[config.mk]
export PLATFORM = sky130hd
export DESIGN_NAME = url_validated_percent_decoder
export DESIGN_NICKNAME = d
export VERILOG_FILES = /design/src/sv/uvpd_pkg.sv /design/src/sv/url_validated_percent_decoder.sv
export SDC_FILE = /design/constraint.sdc
export NUM_CORES = 1
export LEC_CHECK = 0
export ABC_AREA = 0
export BUFFER_PORTS_ARGS = -buffer_cell sky130_fd_sc_hd__buf_2
export CORE_MARGIN = 2
export CORE_UTILIZATION = 50
export CTS_CLUSTER_DIAMETER = 50
export DETAILED_ROUTE_END_ITERATION = 16
export GPL_ROUTABILITY_DRIVEN = 1
export GPL_TIMING_DRIVEN = 0
export PLACE_DENSITY = 0.68
export SLEW_MARGIN = 40
export SYNTH_ARGS = -nofsm -noshare
export SYNTH_HDL_FRONTEND = slang
export SYNTH_SLANG_ARGS = --single-unit
[constraint.sdc]
create_clock -name clk -period 4.48 [get_ports clk]
set_input_delay 0.224 -clock clk [delete_from_list [all_inputs] [get_ports clk]]
set_output_delay 0.224 -clock clk [all_outputs]
set_load 0.02 [all_outputs]
[src/sv/uvpd_pkg.sv]
// Package for the validated URL percent decoder: byte codes, escape phase type
// and the hex and safe-set helper functions.
// No dependencies.
package uvpd_pkg;

	localparam logic [7:0] CH_PERCENT = 8'h25;
	localparam logic [7:0] CH_PLUS    = 8'h2B;
	localparam logic [7:0] CH_SPACE   = 8'h20;

	typedef enum logic [2:0] {
		PH_IDLE  = 3'b001,
		PH_PCT   = 3'b010,
		PH_DIGIT = 3'b100
	} phase_t;

	function automatic logic is_hex(input logic [7:0] c);
		return (c inside {[8'd48:8'd57], [8'd97:8'd102], [8'd65:8'd70]});
	endfunction

	function automatic logic [3:0] hex_val(input logic [7:0] c);
		logic [7:0] v;
		v = 8'd0;
		if (c inside {[8'd48:8'd57]}) begin
			v = c - 8'd48;
		end else if (c inside {[8'd97:8'd102]}) begin
			v = c - 8'd87;
		end else if (c inside {[8'd65:8'd70]}) begin
			v = c - 8'd55;
		end
		return v[3:0];
	endfunction

	function automatic logic is_safe(input logic [7:0] v);
		return (v inside {[8'd48:8'd57], [8'd97:8'd122], [8'd65:8'd90],
			8'h21, 8'h24, 8'h5F, 8'h40, [8'h26:8'h2F],
			8'h3A, 8'h3B, 8'h3D, 8'h3F});
	endfunction

endpackage

[src/sv/url_validated_percent_decoder.sv]
// Top level of the validated URL percent decoder: input register, decode
// logic and a three-entry result shift buffer.
// Depends on uvpd_pkg.
//
// channel  dir  tdata           tlast      tuser
// s_*      in   in_byte [7:0]   text_end   -
// m_*      out  out_byte [7:0]  run_last   text_done
//
// One input byte is taken per cycle while each byte yields at most one result and the output is ready.
// A byte that yields several results stalls the input until all but its last result have drained.
// The result buffer drains one byte per cycle while m_tready is high; it sets the rate for expanding bytes.
// Each byte is held in the input register, then its results in the result buffer.
// arst_n clears the escape state and all valid flags.
module url_validated_percent_decoder
	import uvpd_pkg::*;
(
	input  logic       clk,
	input  logic       arst_n,
	input  logic       s_tvalid,
	output logic       s_tready,
	input  logic [7:0] s_tdata,   // [7:0] in_byte
	input  logic       s_tlast,   // text_end
	output logic       m_tvalid,
	input  logic       m_tready,
	output logic [7:0] m_tdata,   // [7:0] out_byte
	output logic       m_tlast,   // run_last
	output logic       m_tuser    // [0] text_done
);

	logic       valid_s1;
	logic [7:0] byte_s1;
	logic       end_s1;

	phase_t     phase_q;
	logic [7:0] held_q;

	logic [7:0] buf_q [3];
	logic [1:0] rem_q;
	logic       end_q;

	logic       buf_free;
	logic       take;
	logic       drain;

	logic [7:0] r [3];
	logic [1:0] dec_n;
	phase_t     nph;
	logic [7:0] nheld;
	logic [7:0] pl_byte;
	logic       pl_esc;
	logic [7:0] dv;

	assign drain    = m_tvalid && m_tready;
	assign buf_free = (rem_q == 2'd0) || ((rem_q == 2'd1) && m_tready);
	assign take     = valid_s1 && buf_free;
	assign s_tready = !valid_s1 || take;

	assign m_tvalid = (rem_q != 2'd0);
	assign m_tdata  = buf_q[0];
	assign m_tlast  = (rem_q == 2'd1);
	assign m_tuser  = m_tlast && end_q;

	always_comb begin
		pl_byte = (byte_s1 == CH_PLUS) ? CH_SPACE : byte_s1;
		pl_esc  = (byte_s1 == CH_PERCENT);
		dv      = {hex_val(held_q), hex_val(byte_s1)};
		r[0]    = 8'd0;
		r[1]    = 8'd0;
		r[2]    = 8'd0;
		dec_n   = 2'd0;
		nph     = PH_IDLE;
		nheld   = held_q;
		case (phase_q)
			PH_PCT: begin
				if (is_hex(byte_s1)) begin
					nph   = PH_DIGIT;
					nheld = byte_s1;
				end else begin
					r[0] = CH_PERCENT;
					if (pl_esc) begin
						nph   = PH_PCT;
						dec_n = 2'd1;
					end else begin
						r[1]  = pl_byte;
						dec_n = 2'd2;
					end
				end
			end
			PH_DIGIT: begin
				nheld = 8'd0;
				if (is_hex(byte_s1)) begin
					if (!is_safe(dv)) begin
						r[0]  = dv;
						dec_n = 2'd1;
					end else begin
						r[0]  = CH_PERCENT;
						r[1]  = held_q;
						r[2]  = byte_s1;
						dec_n = 2'd3;
					end
				end else begin
					r[0] = CH_PERCENT;
					r[1] = held_q;
					if (pl_esc) begin
						nph   = PH_PCT;
						dec_n = 2'd2;
					end else begin
						r[2]  = pl_byte;
						dec_n = 2'd3;
					end
				end
			end
			default: begin
				if (pl_esc) begin
					nph = PH_PCT;
				end else begin
					r[0]  = pl_byte;
					dec_n = 2'd1;
				end
			end
		endcase
		if (end_s1) begin
			if (nph == PH_DIGIT) begin
				r[0]  = CH_PERCENT;
				r[1]  = nheld;
				dec_n = 2'd2;
			end else if (nph == PH_PCT) begin
				case (dec_n)
					2'd0: r[0] = CH_PERCENT;
					2'd1: r[1] = CH_PERCENT;
					default: r[2] = CH_PERCENT;
				endcase
				dec_n = dec_n + 2'd1;
			end
			nph   = PH_IDLE;
			nheld = 8'd0;
		end
	end

	always_ff @(posedge clk or negedge arst_n) begin
		if (!arst_n) begin
			valid_s1 <= 1'b0;
		end else if (s_tready) begin
			valid_s1 <= s_tvalid;
		end
	end

	always_ff @(posedge clk) begin
		if (s_tvalid && s_tready) begin
			byte_s1 <= s_tdata;
			end_s1  <= s_tlast;
		end
	end

	always_ff @(posedge clk or negedge arst_n) begin
		if (!arst_n) begin
			phase_q <= PH_IDLE;
			held_q  <= 8'd0;
			rem_q   <= 2'd0;
			end_q   <= 1'b0;
		end else if (take) begin
			phase_q <= nph;
			held_q  <= nheld;
			rem_q   <= dec_n;
			end_q   <= end_s1;
		end else if (drain) begin
			rem_q <= rem_q - 2'd1;
		end
	end

	always_ff @(posedge clk) begin
		if (take) begin
			buf_q[0] <= r[0];
			buf_q[1] <= r[1];
			buf_q[2] <= r[2];
		end else if (drain) begin
			buf_q[0] <= buf_q[1];
			buf_q[1] <= buf_q[2];
		end
	end

	a_done_is_last: assert property (@(posedge clk) disable iff (!arst_n)
		m_tvalid && m_tuser |-> m_tlast)
		else $error("text_done without run_last");

	a_load_shows: assert property (@(posedge clk) disable iff (!arst_n)
		take && (dec_n != 2'd0) |=> m_tvalid)
		else $error("decoded request not presented");

	a_end_clears: assert property (@(posedge clk) disable iff (!arst_n)
		take && end_s1 |=> (phase_q == PH_IDLE) && (held_q == 8'd0))
		else $error("escape state not cleared at end of text");

	a_end_yields: assert property (@(posedge clk) disable iff (!arst_n)
		take && end_s1 |-> dec_n != 2'd0)
		else $error("final byte produced no result");

endmodule
# Word level (Yosys, flattened, before mapping)
# Memories as Yosys holds them, arrays and structs flattened.
# Cells that the tools add are included.
# totals
mem_bits_rw	24
memories	1
reg_bits	24
# classes
bitwise_logic	2
muxes	49
n_lt_le_gt_ge	20
n_reduce_logical	25
addsub	8
n_eq_ne	16
# memory_table
name	depth	width	read_ports	rd_clocked_by_memory_dff	wr	line_no	rtl
buf_q	3	8	3	0	3	url_validated_percent_decoder.sv:37	logic [7:0] buf_q [3];
# op_table
op	n
$mux 8	12
$mux 24	3
$eq 8x6->1 const B	8
$ge 8x7->1 const B	6
$le 8x7->1 const B	6
$pmux 8 s2	3
$ge 8x6->1 const B	4
$le 8x6->1 const B	4
$mux 16	2
$mux 4	6
$mux 2	11
$eq 8x7->1 const B	2
$sub 4x3->4 const B	4
$logic_and 1x1->1	15
$mux 14	1
$reduce_bool 12->1	1
$sub 4x1->4 const B	2
$mux 1	7
$eq 3x2->1 const B	2
$eq 3x3->1 const B	2
$mux 3	2
$pmux 3 s2	1
$eq 2x1->1 const B	2
$logic_not 2->1	2
9 further kinds	12

# Logic depth before layout (Yosys ltp)
# logic_depth
word_depth	18
depth_mapped	19
mapped_depth_nobuf	18

# Least setup slack after synthesis
# OpenSTA, ideal clock, no wires.
# synth_path
kind	register -> register
from	register byte_s1[0]
to	memory buf_q[1][4] (netlist: buf_q[0][12]), data pin
t_arrival_ns	3.972
setup_slack_ns	0.376
stages_incl_launch_ff	20
setup_ns	0.132
t_required_ns	4.348
path_cell_list	edfxtp_1 -> inv_1 -> ha_1 -> or3b_4 -> nand4_1 -> nand2_1 -> or3b_2 -> a31o_2 -> nand4_4 -> and2_4 -> buf_6 -> a31oi_1 -> ha_1 -> inv_1 -> nor2_1 -> a2111oi_0 -> or2_2 -> nand3_1 -> nand2_1 -> a41o_1
# synth_rtl
item	line_no	rtl
start: declaration	url_validated_percent_decoder.sv:31	logic [7:0] byte_s1;
start signal: assignment	url_validated_percent_decoder.sv:150	byte_s1 <= s_tdata;
end: declaration	url_validated_percent_decoder.sv:37	

==> metrics.csv <==
metric;value;unit
outcome;finished clean;
holdCritPathClass;in2reg;
synth.area.top_cells;edfxtp_1 30%, dfrtp_1 11%, nand2_1 4.4%, ha_1 4.2%, o21ai_0 4.0%;
fin_util;58.0;%
num_antenna_cells;0;
hpwl;6.30;mm
hold_viol;0;
ys_warn_count;0;
synth_top_area_share;30.3;%
ys_ff_latch;48;
synth_fp_nets;370;
ff2ff_setup_slack;0.21;ns
ir_drop;0.334;mV
numCtsBuffers;5;
track_usage;24.4;%
nNetsFinal;410;
ff_latch_area;0.00137;mm2
core_area;0.00635;mm2
vias_per_cell;6.27;
die_h;84.9;um
wl_met2;4.12;mm
tns;0;ns
fin_crit_sh;95.3;%
cts_sinks;48;
die_w;84.9;um
finalWirelength;8.76;mm
worst_ep_arrival_time;4.34;ns
rows;29;
antenna_found_initial;0;
post_drt_wl_per_cell;18.9;um
critical_path_required;4.55;ns
dp.cells;447;
drive_gt1_share;20.9;%
end_kind;register;
htree_num_levels;2;
place_congestion;0.917;
route.detailed.drc;0;
drv_slew;0;
first_pass_iters;7;
grt_start_max_net_pins;21;
reg2reg_from;held_q[1];
async_flop_share;31.3;%
syn_inst;346;
drt-met1-wl;3.63;mm
grt_pass1_wl;13.6;mm
netlist_top_cells_count;38 x nand2_1, 33 x edfxtp_1, 29 x nor2_1;
synthFlopType;edfxtp_1;
finalSetupViolCount;0;
ios;25;
synth_edf_count;33;
drt_iter0_markers;358;
grt.overflow.total;0;
relSlewSlack;46.1;%
cts.path.max_buffers;2;
ant_nets;0;
max-cap-violations;0;
max_freq;0.234;GHz
postPlaceCellArea;0.00349;mm2
leakage;1.52;nW
worst_setup_path_start_kind;register;
yosysUniqueCellTypes;69;
port_buffers;24;
whs_endpoint;byte_s1[7];
cp_max_fo;10;
hp-start;s_tdata[7];
finalNonFillerCells;464;
hold_path_depth;1;
crit_type;reg2reg;
clkSlewWorstSetupHoldPaths;0.10;ns
fp.dieArea;0.00721;mm2
syn_to_final_growth;12.4;%
stdcell_area;0.00368;mm2
syn_avg_cell_area;9.46;um2
wl_met3;659;um
grt_pass1_vias;2691;
rsz0062_at_grt;yes;
worst-r2r-cell-count;19;
dr_total_vias;2911;
final.setup_skew;0.0117;ns
power.density;559;mW/mm2
worst_pin_slew;0.807;ns
start_util;51.6;%
min_period;4.27;ns
synth_area;0.00327;mm2
multi_input_area;0.00174;mm2
highest_layer;met4;
ys_seq_area_share;41.8;%
reg2reg_to;buf_q[0][14];
clkLatencyLatePin;0.31;ns
cts-root-buf;clkbuf_8;
synth_most_common_cell;nand2_1;
cts_tree;done;
fill_cells;567;
yosysTopAreaCell;edfxtp_1;
==> cell type report <==
| type | count | share of cell area (%) |
|---|---|---|
| tap | 77 | 2.62 |
| timing repair buffer | 33 | 5.17 |
| buffer | 23 | 3.64 |
| inverter | 18 | 1.84 |
| clock buffer | 5 | 1.87 |
| clock inverter | 3 | 0.476 |
| sequential | 48 | 37.2 |
| multi-input combinational | 257 | 47.2 |
==> stage by stage <==
step           setup slack [ns]  hold WS, ns  total power [mW]
2_1_floorplan             0.376      -0.0716              1.48
3_3_place_gp             -0.203        0.146              1.72
3_5_place_dp             -0.101        0.158              1.75
4_1_cts                  0.0501       0.0818              2.00
5_1_grt                 -0.0370       0.0757              2.18
6_report                  0.211       0.0872              2.06
==> registers in the layout, summed over array words and instances, names as in the netlist <==
name,flops
held_q,8
rem_q,2
valid_s1,1
byte_s1,8
end_q,1
phase_q,3
buf_q,24
end_s1,1
==> layer usage <==
metal | vias up | GRT usage, %
li1 | 1371 | -
met1 | 1361 | 32.5
met2 | 152 | 39.1
met3 | 27 | 3.11
met4 | 0 | 12.7
met5 | - | 0
==> critical path, stage by stage, from the launching register on <==
cell and delay (ns):
dfrtp_1 0.47, inv_1 0.22, ha_1 0.26, nor3b_2 0.28, nor3b_1 0.11, a22o_1 0.29, or3_1 0.34, o211ai_2 0.19
nand4_4 0.16, and2_4 0.18, buf_6 0.13, a31oi_2 0.17, ha_2 0.23, inv_1 0.07, nor2_2 0.13, a2111oi_2 0.12
or2_2 0.34, nand3_1 0.09, nand2_1 0.05, a41o_1 0.19
==> how the worst max path moves through the flow <==
stage                     from      endpoint  slack, ns  depth (start not counted)
floorplan           byte_s1[0]  buf_q[0][12]       0.38                         19
global placement     held_q[1]  buf_q[0][12]      -0.20                         19
detailed placement  byte_s1[1]   buf_q[0][6]      -0.10                         16
CTS                 byte_s1[1]  buf_q[0][14]       0.05                         19
global route         held_q[1]  buf_q[0][12]      -0.04                         19
finish               held_q[1]  buf_q[0][14]       0.21                         19
==> cells in the final DEF (no fill, tap or decap), drive strengths merged, types with 3 or more instances in the layout <==
master   n
o31ai    5
inv     18
a221o    6
nand2b   5
nor3b    4
edfxtp  33
a31oi    7
nand3    9
nor2    29
o211ai   5
and3    12
ha      11
clkinv   3
buf     44
nand2   39
nand4    6
o22ai    6
xnor2    4
o21ai   28
clkbuf  16
a21oi   16
nor2b    6
and2     7
a22oi   10
o32a     3
dfrtp   14
==> where the power goes <==
group | leakage, nW | internal (mW) | switching (mW)
clock | 0.0460 | 0.109 | 0.149
combinational | 0.975 | 0.379 | 0.616
sequential | 0.503 | 0.697 | 0.107
==> logic make-up after synthesis <==
kind of cell / count (synthesis) / share of synthesized area [%]
and+or+nand+nor: 137 / 24.4
adders and majority gates: 11 / 4.20
xor gates and xnor gates: 4 / 1.07
DFF: 48 / 41.8
AOI/OAI and AO/OA: 105 / 22.4
buffers and inverters: 41 / 6.15
==> timing repair <==
| action | CTS | global route |
|---|---|---|
| setup endpoints to repair | 7 | 13 |
| pin swaps | 0 | 4 |
| resized for setup | 2 | 9 |
| gates cloned | 0 | 0 |
| endpoints found under the hold margin | 14 | 0 |
| hold buffers | 1 | 0 |
| buffers inserted | 0 | 8 |
(Power assumes the default switching activity.)
